### config.mk
export PLATFORM = sky130hd
export DESIGN_NAME = channel_softmax_unit
export DESIGN_NICKNAME = d
export VERILOG_FILES = /design/src/rtl/csm_pkg.sv /design/src/rtl/csm_exp.sv /design/src/rtl/csm_div.sv /design/src/rtl/channel_softmax_unit.sv
export SDC_FILE = /design/constraint.sdc
export NUM_CORES = 2
export LEC_CHECK = 0
export BUFFER_PORTS_ARGS = -buffer_cell sky130_fd_sc_hd__buf_4
export CORE_MARGIN = 3
export CORE_UTILIZATION = 46
export DETAILED_ROUTE_END_ITERATION = 10
export HOLD_SLACK_MARGIN = 0.1
export PLACE_DENSITY = 0.69
export SYNTH_ARGS = -nofsm -noshare
export SYNTH_HDL_FRONTEND = slang
export SYNTH_HIERARCHICAL = 1
export SYNTH_SLANG_ARGS = --single-unit
### constraint.sdc
create_clock -name i_clk -period 11 [get_ports i_clk]
set_input_delay 1.1 -clock i_clk [delete_from_list [all_inputs] [get_ports i_clk]]
set_output_delay 1.1 -clock i_clk [all_outputs]
set_load 0.1 [all_outputs]
### src/rtl/csm_pkg.sv
// ---------------------------------------------------------------------------
// csm_pkg: shared types and constants for the channel softmax unit
// Holds the vector depth, score width, exponent table and control structs.
// ---------------------------------------------------------------------------
package csm_pkg;

    localparam int Channels   = 64;
    localparam int ScoreBits  = 16;
    localparam int IdxBits    = $clog2(Channels);
    localparam int CntBits    = $clog2(Channels + 1);
    localparam int SumBits    = IdxBits + 17;
    localparam int NumBits    = 32;
    localparam int DivSteps   = NumBits;
    localparam int StepBits   = $clog2(DivSteps + 1);
    localparam logic [16:0] Log2eQ16 = 17'd94548;

    // Table of round(32768 * 2^(-k/16)) for k = 0..16.
    function automatic logic [15:0] pow2_tab(input logic [4:0] k);
        logic [15:0] v;
        begin
            case (k)
                5'd0:  v = 16'd32768;
                5'd1:  v = 16'd31379;
                5'd2:  v = 16'd30048;
                5'd3:  v = 16'd28774;
                5'd4:  v = 16'd27554;
                5'd5:  v = 16'd26386;
                5'd6:  v = 16'd25268;
                5'd7:  v = 16'd24196;
                5'd8:  v = 16'd23170;
                5'd9:  v = 16'd22188;
                5'd10: v = 16'd21247;
                5'd11: v = 16'd20347;
                5'd12: v = 16'd19484;
                5'd13: v = 16'd18658;
                5'd14: v = 16'd17867;
                5'd15: v = 16'd17109;
                default: v = 16'd16384;
            endcase
            return v;
        end
    endfunction

    // Sequencer states.
    typedef enum logic [6:0] {
        S_LOAD = 7'b0000001,
        S_EXP1 = 7'b0000010,
        S_EXP2 = 7'b0000100,
        S_EXP3 = 7'b0001000,
        S_DIVS = 7'b0010000,
        S_DIVR = 7'b0100000,
        S_OUT  = 7'b1000000
    } t_state;

    // Divider request and response.
    typedef struct packed {
        logic                start;
        logic [NumBits-1:0]  num;
        logic [SumBits-1:0]  den;
    } t_div_req;

    typedef struct packed {
        logic                done;
        logic [NumBits-1:0]  quot;
    } t_div_rsp;

endpackage

### src/rtl/csm_exp.sv
// ---------------------------------------------------------------------------
// csm_exp: exponential approximation in three steps, the first two registered
// Computes exp(-d) in Q1.15 from a Q5.12 distance below the maximum.
// ---------------------------------------------------------------------------
module csm_exp import csm_pkg::*; (
    input  logic                 i_clk,
    input  logic [ScoreBits:0]   i_dist,
    output logic [15:0]          o_exp
);

    logic [ScoreBits+17:0] r_t;
    logic [15:0]           r_v;
    logic [ScoreBits+5:0]  r_ip;
    logic [ScoreBits+17:0] n_t;
    logic [15:0]           n_v;
    logic [11:0]           f;
    logic [15:0]           ta;
    logic [15:0]           tb;
    logic [24:0]           corr;
    logic [16:0]           sum;

    // Step one: scale by log2(e).
    assign n_t = ((ScoreBits+18)'(i_dist) * (ScoreBits+18)'(Log2eQ16)
                 + (ScoreBits+18)'(32768)) >> 16;

    // Step two: table interpolation on the fraction.
    assign f    = r_t[11:0];
    assign ta   = pow2_tab({1'b0, f[11:8]});
    assign tb   = pow2_tab(5'({1'b0, f[11:8]} + 5'd1));
    assign corr = (25'(ta - tb) * 25'(f[7:0]) + 25'd128) >> 8;
    assign n_v  = ta - corr[15:0];

    always_ff @(posedge i_clk) begin
        r_t  <= n_t;
        r_v  <= n_v;
        r_ip <= r_t[ScoreBits+17:12];
    end

    // Step three: integer power shift with rounding.
    assign sum = {1'b0, r_v} + ((r_ip == '0) ? 17'd0 : (17'd1 << (r_ip[3:0] - 4'd1)));
    always_comb begin
        if (r_ip >= (ScoreBits+6)'(16)) begin
            o_exp = '0;
        end else if (r_ip == '0) begin
            o_exp = r_v;
        end else begin
            o_exp = 16'(sum >> r_ip[3:0]);
        end
    end

endmodule

### src/rtl/csm_div.sv
// ---------------------------------------------------------------------------
// csm_div: shared restoring divider
// Produces one quotient bit per busy cycle for probability normalization.
// ---------------------------------------------------------------------------
module csm_div import csm_pkg::*; (
    input  logic     i_clk,
    input  logic     i_rst_n,
    input  t_div_req i_req,
    output t_div_rsp o_rsp
);

    logic [NumBits-1:0]  r_q;
    logic [SumBits:0]    r_rem;
    logic [SumBits-1:0]  r_den;
    logic [StepBits-1:0] r_cnt;
    logic                r_busy;
    logic                r_done;
    logic [SumBits:0]    trial;
    logic [SumBits:0]    shifted;

    assign shifted = {r_rem[SumBits-1:0], r_q[NumBits-1]};
    assign trial   = shifted - {1'b0, r_den};

    // One quotient bit each cycle while busy.
    always_ff @(posedge i_clk) begin
        if (!i_rst_n) begin
            r_busy <= 1'b0;
            r_done <= 1'b0;
            r_cnt  <= '0;
        end else begin
            if (i_req.start) begin
                r_busy <= 1'b1;
                r_done <= 1'b0;
                r_cnt  <= StepBits'(DivSteps);
            end else if (r_busy) begin
                r_cnt  <= r_cnt - 1'b1;
                r_busy <= (r_cnt != StepBits'(1));
                r_done <= (r_cnt == StepBits'(1));
            end else begin
                r_done <= 1'b0;
            end
        end
    end

    always_ff @(posedge i_clk) begin
        if (i_req.start) begin
            r_q   <= i_req.num;
            r_rem <= '0;
            r_den <= i_req.den;
        end else if (r_busy) begin
            if (!trial[SumBits]) begin
                r_rem <= trial;
                r_q   <= {r_q[NumBits-2:0], 1'b1};
            end else begin
                r_rem <= shifted;
                r_q   <= {r_q[NumBits-2:0], 1'b0};
            end
        end
    end

    assign o_rsp.done = r_done;
    assign o_rsp.quot = r_q;

endmodule

### src/rtl/channel_softmax_unit.sv
// ---------------------------------------------------------------------------
// channel_softmax_unit: softmax over the channel scores of one position
// Stores scores, computes exponentials and normalized probabilities.
// ---------------------------------------------------------------------------
// Usage: scores enter on the s_axis beats, one Q4.12 value per beat, the
// last of a vector marked by s_axis_tlast. Up to 64 scores are stored;
// further scores are dropped and flag the vector's results as truncated.
// Loading takes a score on every beat offered. After the last beat the
// block runs an exponential pass over the scores through one three-step
// unit, then one division per score through a shared bit-serial divider
// of 32 steps, framed by the memory read, the start, the completion and
// the output beat of each probability. Results leave on m_axis in input
// order, tlast on the final one, tuser the truncation flag. s_axis_tready
// is low from the last beat until the final probability is taken. A stall
// on m_axis holds the current beat and the sequencer. Reset empties the
// vector and returns to loading.
// ---------------------------------------------------------------------------
module channel_softmax_unit import csm_pkg::*; (
    input  logic        i_clk,
    input  logic        i_rst_n,
    input  logic        s_axis_tvalid,
    output logic        s_axis_tready,
    input  logic [15:0] s_axis_tdata,   // [15:0] score
    input  logic        s_axis_tlast,   // last
    output logic        m_axis_tvalid,
    input  logic        m_axis_tready,
    output logic [15:0] m_axis_tdata,   // [15:0] probability
    output logic        m_axis_tlast,   // final_res
    output logic        m_axis_tuser    // [0] truncated
);

    logic [ScoreBits-1:0] score_mem [Channels];
    logic [15:0]          exp_mem [Channels];
    t_state               r_state;
    logic [CntBits-1:0]   r_count;
    logic [IdxBits-1:0]   r_idx;
    logic signed [ScoreBits-1:0] r_max;
    logic [SumBits-1:0]   r_total;
    logic                 r_ovf;
    logic [ScoreBits-1:0] r_rd_score;
    logic [15:0]          r_rd_exp;
    logic [1:0]           r_wait;
    logic [ScoreBits:0]   r_dist;
    logic [15:0]          exp_val;
    logic                 r_ovalid;
    logic [15:0]          r_odata;
    logic                 r_olast;
    t_div_req             div_req;
    t_div_rsp             div_rsp;
    logic                 acc_in;
    logic                 last_idx;
    logic signed [ScoreBits-1:0] in_score;

    assign in_score      = s_axis_tdata[ScoreBits-1:0];
    assign s_axis_tready = (r_state == S_LOAD);
    assign acc_in        = s_axis_tvalid && s_axis_tready;
    assign last_idx      = ({1'b0, r_idx} == CntBits'(r_count - 1'b1));

    csm_exp u_exp (
        .i_clk  (i_clk),
        .i_dist (r_dist),
        .o_exp  (exp_val)
    );

    csm_div u_div (
        .i_clk   (i_clk),
        .i_rst_n (i_rst_n),
        .i_req   (div_req),
        .o_rsp   (div_rsp)
    );

    assign div_req.start = (r_state == S_DIVS) && (r_wait == 2'd1);
    assign div_req.num   = {r_rd_exp, 16'd0} + NumBits'(r_total >> 1);
    assign div_req.den   = r_total;

    // Memories: registered reads.
    always_ff @(posedge i_clk) begin
        if (acc_in && (r_count < CntBits'(Channels))) begin
            score_mem[r_count[IdxBits-1:0]] <= in_score;
        end
        if (r_state == S_EXP3 && r_wait == 2'd2) begin
            exp_mem[r_idx] <= exp_val;
        end
        r_rd_score <= score_mem[r_idx];
        r_rd_exp   <= exp_mem[r_idx];
        r_dist     <= {r_max[ScoreBits-1], r_max}
                      - {r_rd_score[ScoreBits-1], r_rd_score};
    end

    // Sequencer.
    always_ff @(posedge i_clk) begin
        if (!i_rst_n) begin
            r_state  <= S_LOAD;
            r_count  <= '0;
            r_idx    <= '0;
            r_max    <= {1'b1, {(ScoreBits-1){1'b0}}};
            r_total  <= '0;
            r_ovf    <= 1'b0;
            r_wait   <= '0;
            r_ovalid <= 1'b0;
        end else begin
            unique case (r_state)
                S_LOAD: begin
                    if (acc_in) begin
                        if (r_count < CntBits'(Channels)) begin
                            r_count <= r_count + 1'b1;
                            if (in_score > r_max) begin
                                r_max <= in_score;
                            end
                        end else begin
                            r_ovf <= 1'b1;
                        end
                        if (s_axis_tlast) begin
                            r_state <= S_EXP1;
                            r_idx   <= '0;
                            r_total <= '0;
                            r_wait  <= '0;
                        end
                    end
                end
                S_EXP1: begin
                    // Score read lands, then distance register.
                    if (r_wait == 2'd1) begin
                        r_state <= S_EXP2;
                        r_wait  <= '0;
                    end else begin
                        r_wait <= r_wait + 1'b1;
                    end
                end
                S_EXP2: begin
                    r_state <= S_EXP3;
                end
                S_EXP3: begin
                    if (r_wait == 2'd2) begin
                        r_total <= r_total + SumBits'(exp_val);
                        r_wait  <= '0;
                        if (last_idx) begin
                            r_idx   <= '0;
                            r_state <= S_DIVS;
                        end else begin
                            r_idx   <= r_idx + 1'b1;
                            r_state <= S_EXP1;
                        end
                    end else begin
                        r_wait <= r_wait + 1'b1;
                    end
                end
                S_DIVS: begin
                    // Wait for the exponential read, then start the divider.
                    if (r_wait == 2'd1) begin
                        r_wait  <= '0;
                        r_state <= S_DIVR;
                    end else begin
                        r_wait <= r_wait + 1'b1;
                    end
                end
                S_DIVR: begin
                    if (div_rsp.done) begin
                        r_state  <= S_OUT;
                        r_ovalid <= 1'b1;
                        r_odata  <= (div_rsp.quot > 32'd65535) ? 16'hFFFF
                                                               : div_rsp.quot[15:0];
                        r_olast  <= last_idx;
                    end
                end
                S_OUT: begin
                    if (m_axis_tvalid && m_axis_tready) begin
                        r_ovalid <= 1'b0;
                        if (r_olast) begin
                            r_state <= S_LOAD;
                            r_count <= '0;
                            r_max   <= {1'b1, {(ScoreBits-1){1'b0}}};
                            r_ovf   <= 1'b0;
                            r_idx   <= '0;
                        end else begin
                            r_idx   <= r_idx + 1'b1;
                            r_state <= S_DIVS;
                        end
                    end
                end
                default: r_state <= S_LOAD;
            endcase
        end
    end

    assign m_axis_tvalid = r_ovalid;
    assign m_axis_tdata  = r_odata;
    assign m_axis_tlast  = r_olast;
    assign m_axis_tuser  = r_ovf;

endmodule

==> Word-level counts from Yosys, hierarchy flattened <==
Memories as Yosys holds them, arrays and structs flattened. A register that Yosys moved wholly into a read port is not among the register bits.
Cells that the tools add are included.
{ "totals": {"ff_bits": 223, "mem_bits_ro": 512, "mem_count": 4, "elab_cells": 159, "in_bits": 21, "ramBits": 2048, "out_inout_bits": 20} }
{ "op_classes": {"eq_ne": 23, "n_shift": 2, "bitwise": 2, "muxes": 61, "mul": 2, "addsub": 16, "n_reduce_logical": 24, "n_lt_le_gt_ge": 4} }
{ "memory_table": {"columns": ["name", "depth", "word_bits", "read_ports", "rd_ports_with_merged_regs", "write_ports", "line_no", "source"], "rows": [
  ["exp_mem", 64, 16, 1, 1, 1, "channel_softmax_unit.sv:33", "logic [15:0] exp_mem [Channels];"],
  ["score_mem", 64, 16, 1, 1, 1, "channel_softmax_unit.sv:32", "logic [ScoreBits-1:0] score_mem [Channels];"],
  ["(name not given)", 16, 16, 1, 0, 0, "csm_pkg.sv:21", "case (k)"],
  ["(name not given)", 16, 16, 1, 1, 0, "csm_pkg.sv:21", null]
]} }
{ "op_table": {"columns": ["op", "count"], "rows": [
  ["2-to-1 mux 16 bit", 8],
  ["2-to-1 mux 23 bit", 4],
  ["2-to-1 mux 7 bit", 11],
  ["2-to-1 mux 32 bit", 2],
  ["case mux 7 bit (7 select lines)", 1],
  ["2-to-1 mux 6 bit", 8],
  ["case mux 23 bit (2 select lines)", 1],
  ["adder 34 x 16 -> 34 bit, second input constant", 1],
  ["subtractor 16 x 16 -> 17 bit", 2],
  ["adder 32 x 22 -> 32 bit", 1],
  ["greater-than comparator 32 x 16 -> 1 bit, second input constant", 1],
  ["multiplier 17 x 15 -> 32 bit, second input constant", 1],
  ["case mux 16 bit (2 select lines)", 1],
  ["multiplier 25 x 8 -> 24 bit", 1],
  ["adder 24 x 8 -> 24 bit, second input constant", 1],
  ["subtractor 24 x 23 -> 24 bit", 1],
  ["adder 23 x 16 -> 23 bit", 1],
  ["logical NOT 22 bit", 1],
  ["case mux 6 bit (3 select lines)", 1],
  ["adder 16 x 17 -> 17 bit", 1],
  ["2-to-1 mux 17 bit", 1],
  ["<< shifter 1 x 4 -> 17 bit, first input constant", 1],
  [">> shifter 17 x 4 -> 16 bit", 1],
  ["greater-than comparator 16 bit", 1],
  ["41 further kinds", 81]
]} }

==> Longest topological paths before layout <==
{ "depth": {"ltp_word": 10, "ltp_mapped": 43, "depth_no_buf": 42} }

==> Modules after synthesis <==
Netlist, hierarchy kept.
{ "modules_own_cells": {"columns": ["mod", "area_each_um2", "cells_each", "seq_area_each_um2", "instances"], "rows": [
  ["channel_softmax_unit", 85266.8, 5018, 64251.6, 1],
  ["csm_exp", 14473.9, 1641, 1121.1, 1],
  ["csm_div", 5099.9, 509, 2272.2, 1]
]} }

==> Least setup slack after synthesis <==
No wires, ideal clock.
{ "synth_path": {"kind": "reg-to-reg", "from": "register u_exp.r_ip[2]", "to": "register r_total[16]", "path_buffers": 3, "arrival_ns": 11.031, "period_less_slack_ns": 11.166, "setup_time_ns": 0.135, "path_slack_ns": -0.166, "stages_incl_launch_ff": 26, "t_required_ns": 10.865, "path_cell_list": "dfxtp_1 clkbuf_1 clkbuf_1 buf_1 nor3_1 ha_1 fa_1 a21o_1 a21oi_1 o21bai_1 a21oi_1 a2bb2oi_1 o21ai_0 nand2_1 o21ai_0 nand3_1 nand2_1 a2111oi_0 ha_1 and2_1 o21ai_0 nor2_1 a211oi_1 nor3_1 xnor2_1 nor2_1"} }
{ "synth_via": {"elab_chain_cells": 10, "elab_cells_between_ends": 12, "classes_between": "add/sub: 3; order compare: 1; shift: 2; mux: 5; reduce/logical: 1"} }
{ "synth_rtl": {"columns": ["item", "line_no", "source"], "rows": [
  ["start: declaration", "csm_exp.sv:13", "logic [ScoreBits+5:0] r_ip;"],
  ["start signal: assignment", "csm_exp.sv:36", "r_ip <= r_t[ScoreBits+17:12];"],
  ["subtractor 4 x 1 -> 4 bit", "csm_exp.sv:40", "assign sum = {1'b0, r_v} + ((r_ip == '0) ? 17'd0 : (17'd1 << (r_ip[3:0] - 4'd1)));"],
  ["<< shifter 1 x 4 -> 17 bit", "csm_exp.sv:40", null],
  ["2-to-1 mux 17 bit", "csm_exp.sv:40", null],
  ["adder 16 x 17 -> 17 bit", "csm_exp.sv:40", null],
  [">> shifter 17 x 4 -> 16 bit", "csm_exp.sv:47", "o_exp = 16'(sum >> r_ip[3:0]);"],
  ["2-to-1 mux 16 bit", "csm_exp.sv:44", "end else if (r_ip == '0) begin"],
  ["2-to-1 mux 16 bit *", "csm_exp.sv:42", "if (r_ip >= (ScoreBits+6)'(16)) begin"],
  ["via exp_val[7]", "channel_softmax_unit.sv:44", "logic [15:0] exp_val;"],
  ["adder 23 x 16 -> 23 bit *", "channel_softmax_unit.sv:135", "r_total <= r_total + SumBits'(exp_val);"],
  ["2-to-1 mux 23 bit *", "channel_softmax_unit.sv:134", "if (r_wait == 2'd2) begin"],
  ["case mux 23 bit (2 select lines) *", "channel_softmax_unit.sv:102", "unique case (r_state)"],
  ["end signal: assignment", "channel_softmax_unit.sv:135", null],
  ["end: declaration", "channel_softmax_unit.sv:38", "logic [SumBits-1:0] r_total;"]
]} }
Mark *: on every way through the listed nets, which the timed path passes. The rest lies on a longest branch. The select of a mux whose other input is x is not followed.
A chain may end at the register's enable or synchronous reset.

==> Final worst setup path <==
{ "layout_path": {"from": "register u_exp.r_t[9]", "to": "register u_exp.r_v[14]"} }
{ "layout_via": {"elab_chain_cells": 7} }
{ "layout_rtl": {"columns": ["item", "line_no", "source"], "rows": [
  ["start: declaration", "csm_exp.sv:11", "logic [ScoreBits+17:0] r_t;"],
  ["start signal: assignment", "csm_exp.sv:34", "r_t <= n_t;"],
  ["adder 4 x 1 -> 5 bit *", "csm_exp.sv:29", "assign tb = pow2_tab(5'({1'b0, f[11:8]} + 5'd1));"],
  ["memory (16 x 16 bit)", null, null],
  ["2-to-1 mux 16 bit *", "csm_pkg.sv:21", null],
  ["subtractor 16 x 16 -> 17 bit *", "csm_exp.sv:30", "assign corr = (25'(ta - tb) * 25'(f[7:0]) + 25'd128) >> 8;"],
  ["multiplier 25 x 8 -> 24 bit *", "csm_exp.sv:30", null],
  ["adder 24 x 8 -> 24 bit *", "csm_exp.sv:30", null],
  ["subtractor 16 bit *", "csm_exp.sv:31", "assign n_v = ta - corr[15:0];"],
  ["via u_exp.n_v[14]", "csm_exp.sv:15", "logic [15:0] n_v;"],
  ["end signal: assignment", "csm_exp.sv:35", "r_v <= n_v;"],
  ["end: declaration", "csm_exp.sv:12", "logic [15:0] r_v;"]
]} }
Mark *: on every way through the listed nets, which the timed path passes. The rest lies on a longest branch.

==> flow_results.org <==
** Die
- In this run the core area contains 174 standard-cell rows.
- The floorplan step defined a die boundary enclosing 234000 um^2.
- Die Wd :: 483 um
- The region available for standard cell placement spans 226000 um^2.
- Measured along the y axis, the die boundary spans 483 um.
- Number of top-level pins :: 41
- The initial utilization of the core area, before any placement, comes to 46.4%.

** Clock network
- Clock latency on the worst-skew pair, taken at its later pin, is 0.90 ns.
- TritonCTS built the clock tree.
- Clock tree buffer depth :: 3
- The H-tree was split into 4 levels.
- The number of clock buffers added by TritonCTS is 224.
- Buffers inserted to repair hold after CTS numbered 0.
- The tree built by TritonCTS fans out to 2319 sinks.
- Worst-path clk slew :: 0.06 ns
- The tree is rooted in a sky130_fd_sc_hd__clkbuf_16.

** Synthesis
- The cell area that synthesis handed to floorplanning was 105000 um^2.
- Sequential area share after synthesis :: 64.5%
- The synthesized netlist devotes 10.0% of its cell area to compound gates.
- Share of the synthesized area in the top cell type :: 60.7%
- sky130_fd_sc_hd__edfxtp_1 is the most common cell in the netlist.
- Measured against the total synthesized area, the mux share comes to 7.60%.
- Number of different library cells in the post-synthesis netlist :: 117
- Post-synthesis share of cell area spent on full adders, half adders and majority gates :: 7.62%
- The synthesized design contains 2319 register bits.
- Average size of a mapped cell :: 14.6 um^2
- Ranked by instance count, the synthesized netlist is headed by sky130_fd_sc_hd__edfxtp_1, sky130_fd_sc_hd__nor2_1, sky130_fd_sc_hd__nand2_1.
- The most used flip-flop cell after synthesis is sky130_fd_sc_hd__edfxtp_1.
- Counting every net in the synthesized netlist gives 7717.
- Cell type contributing the most total cell area after synthesis :: sky130_fd_sc_hd__edfxtp_1
- Yosys mapped a number of flops with a built-in enable equal to 2120.
- Instance count of the mapped netlist :: 7168
- Fraction of synthesis flops using an asynchronous set or reset pin :: 0%
- After synthesis, the largest family of logic cells by area is compound AO/OA/AOI/OAI gates.
- For this run, the number of Yosys warnings is 6.
- Area fraction in and, or, nand and nor cells after synthesis :: 6.13%
- Leading post-synthesis cells by cell area :: sky130_fd_sc_hd__edfxtp_1, sky130_fd_sc_hd__ha_1, sky130_fd_sc_hd__dfxtp_1
- XOR/XNOR share of the synthesized area :: 1.50%

** Drt
- The first routing iteration left 8731 violations.
- DRC errors left :: 0
- For this run, the detailed router's first-pass iteration total came to 6.
- Final Routed Wirelength :: 303000 um
- Via-to-Cell Ratio :: 6.31
- Dividing the detail-routed wire length by the instance count gives 28.9 um.
- Via count :: 66300
- The detail route stage leaves a number of antenna-violating nets equal to 0.

** Cells and area
- Relative to the synthesized area, the layout overhead comes to 11.4%.
- Of the cells placed in the final design, the portion with a size suffix greater than 1 is 14.3%.
- Cell area after layout :: 117000 um^2
- Net count, final :: 7871
- The layout has 18200 filler cells.

** Setup path
- Worst reg-to-reg setup slack :: 0.71 ns
- At the worst endpoint, the arrival time is 11.07 ns.
- Worst Setup Path Type :: reg2reg
- Delay contributed by the slowest stage of the critical path :: 0.57 ns
- Measured in cells, the most critical reg-to-reg path has a length of 38.
- Data on the critical path is required at its endpoint by 11.78 ns.
- STA classifies the critical path startpoint as a register.
- The worst register-to-register path begins at u_exp/r_t[9]$_DFF_P_.
- Crit path max-delay cell type :: sky130_fd_sc_hd__fa_1
- The most critical setup path has its endpoint at u_exp/r_v[14]$_DFF_P_.
- In this run the critical register-to-register path is captured at u_exp/r_v[14]$_DFF_P_.
- In this run the worst setup path begins at u_exp/r_t[9]$_DFF_P_.
- Largest driver fanout on the critical path :: 11
- The worst setup path is captured at a register.
- The cell that appears most often on the critical path is sky130_fd_sc_hd__a21oi_1.

** Timing
- Peak clock frequency supported by timing :: 97.2 MHz
- Ratio of final minimum period to clock period :: 93.5%
- Total count of hold-check failures in the final report :: 0
- The number of max-slew violations in the final report was 0.
- Final hold analysis gives a worst-case slack of 0.325 ns.
- Tmin final :: 10.29 ns
- In the final timing run, aggregate negative setup slack is 0 ns.
- At the pin with the least slew margin, the transition time is 1.26 ns.
- Setup violations remaining at the end of the flow were counted as 0.
- Worst-case clock skew :: 0.0591 ns
- Unrepaired setup endpoints after global routing :: no
- Relative slew slack :: 15.9%

** Run status
- Status :: finished, final reports clean

** Global routing
- The first global-routing pass estimated 443000 um of wire.
- Initial antenna violation count :: 15
- After global routing the overflow that remains totals 0.
- Entering global routing, the biggest net connects 111 pins.
- Number of global-route vias before repair :: 64700
- For this run, the total global-route usage over all layers was measured as 25.4%.

** Hold path
- Class of the tightest hold or removal check :: reg2reg
- The startpoint identified for the worst hold timing path is u_exp/r_t[13]$_DFF_P_.

** Placement
- Summing all placed instances gives a cell area of 110000 um^2.
- The HPWL after detailed placement is 189000 um.
- I/O Buffers :: 40
- Routability-driven placement finished with a final weighted congestion of 0.912.

** Run
- Across the run, the number of max-cap violations was 0.
cell type report:
type                    count  area, um^2  area share [%]
diodes                      7        17.5          0.0150
repair buffers            306        2350            2.01
multi-input cells        4150       34800            29.8
clock buffers             278        5890            5.04
clock inverters           129        1180            1.01
well taps                2992        3740            3.20
inverters                 321        1220            1.04
flip-flops and latches   2319       67700            57.9
worst max-delay path, delay by kind of cell (launching register included):
kind / cells / cell delay [ns]
fa+ha+maj: 10 / 3.96
compound gates: 21 / 4.39
buf+inv: 1 / 0.05
flops: 1 / 0.53
mux: 1 / 0.29
xor+xnor: 3 / 0.56
simple gates: 2 / 0.41
what timing repair did:
item / in CTS / in global routing
setup buffers: 0 / 0
resized for setup: 0 / 1
endpoints found under the setup margin: 0 / 1
worst min-delay path by stage:
stage | endpoint | slack [ns] | cells after the start
final | u_exp/r_ip[1]$_DFF_P_ | 0.33 | 0
after global routing | u_exp/r_ip[1]$_DFF_P_ | 0.34 | 0
after CTS | u_exp/r_ip[1]$_DFF_P_ | 0.32 | 0
after detailed placement | u_exp/r_ip[1]$_DFF_P_ | 0.31 | 0
after global placement | u_exp/r_ip[5]$_DFF_P_ | 0.32 | 0
after floorplan | u_exp/r_ip[0]$_DFF_P_ | 0.31 | 0
layout by cell type (no fill, tap or decap), drive strengths merged, types with 29 or more instances in the layout:
| cell type | count |
|---|---|
| edfxtp | 2120 |
| nor2 | 471 |
| nand2 | 388 |
| ha | 344 |
| inv | 326 |
| buf | 306 |
| a21oi | 300 |
| a221oi | 296 |
| clkbuf | 278 |
| mux2i | 264 |
| o21ai | 238 |
| dfxtp | 199 |
| fa | 184 |
| mux2 | 165 |
| mux4 | 154 |
| o22ai | 121 |
| xnor2 | 120 |
| a22oi | 117 |
| clkinv | 99 |
| nand3 | 84 |
| and2 | 75 |
| nor3 | 68 |
| xor2 | 58 |
| nor2b | 49 |
| a21o | 47 |
| nand4 | 42 |
| o211ai | 41 |
| a22o | 37 |
| a211oi | 37 |
| o21a | 34 |
| nand2b | 34 |
| or2 | 29 |
state kept, by name (all words and copies together) (netlist names), 6 cells and up:
| register | cells |
|---|---|
| exp_mem | 1024 |
| m_axis_tdata | 16 |
| r_count | 7 |
| r_dist | 17 |
| r_idx | 6 |
| r_max | 16 |
| r_rd_exp | 16 |
| r_rd_score | 16 |
| r_state | 7 |
| r_total | 23 |
| score_mem | 1024 |
| u_div/r_cnt | 6 |
| u_div/r_den | 23 |
| u_div/r_q | 32 |
| u_div/r_rem | 23 |
| u_exp/r_ip | 6 |
| u_exp/r_t | 18 |
| u_exp/r_v | 16 |
| u_exp/ta | 16 |
cells by family after synthesis:
kind of cell	count (synthesis)
xor+xnor	178
simple gates	1371
flops	2319
buf+inv	699
mux	583
compound gates	1490
fa+ha+maj	528
per-layer routing:
layer	part of all wire [%]	wire, um	global-route usage [%]	vias to the layer above
met5	0.021	63	0	-
met4	4.6	13800	10.7	10
met3	12	35400	6.44	720
met2	45	137000	38.9	4068
met1	39	117000	34.7	33400
li1	-	-	-	28000
metrics by stage:
step                util, %  instances  worst slack, ns
floorplan                 -       7168             1.72
global placement       48.6      10100            0.736
detailed placement     48.6      10100            0.734
CTS                    51.7      10500            0.614
global route           51.7      10500            0.148
finish                 51.8      10500            0.711
Power is left out: the tool's default activity adds up to more than one toggle a clock period on the data nets, which glitch-free logic cannot reach.
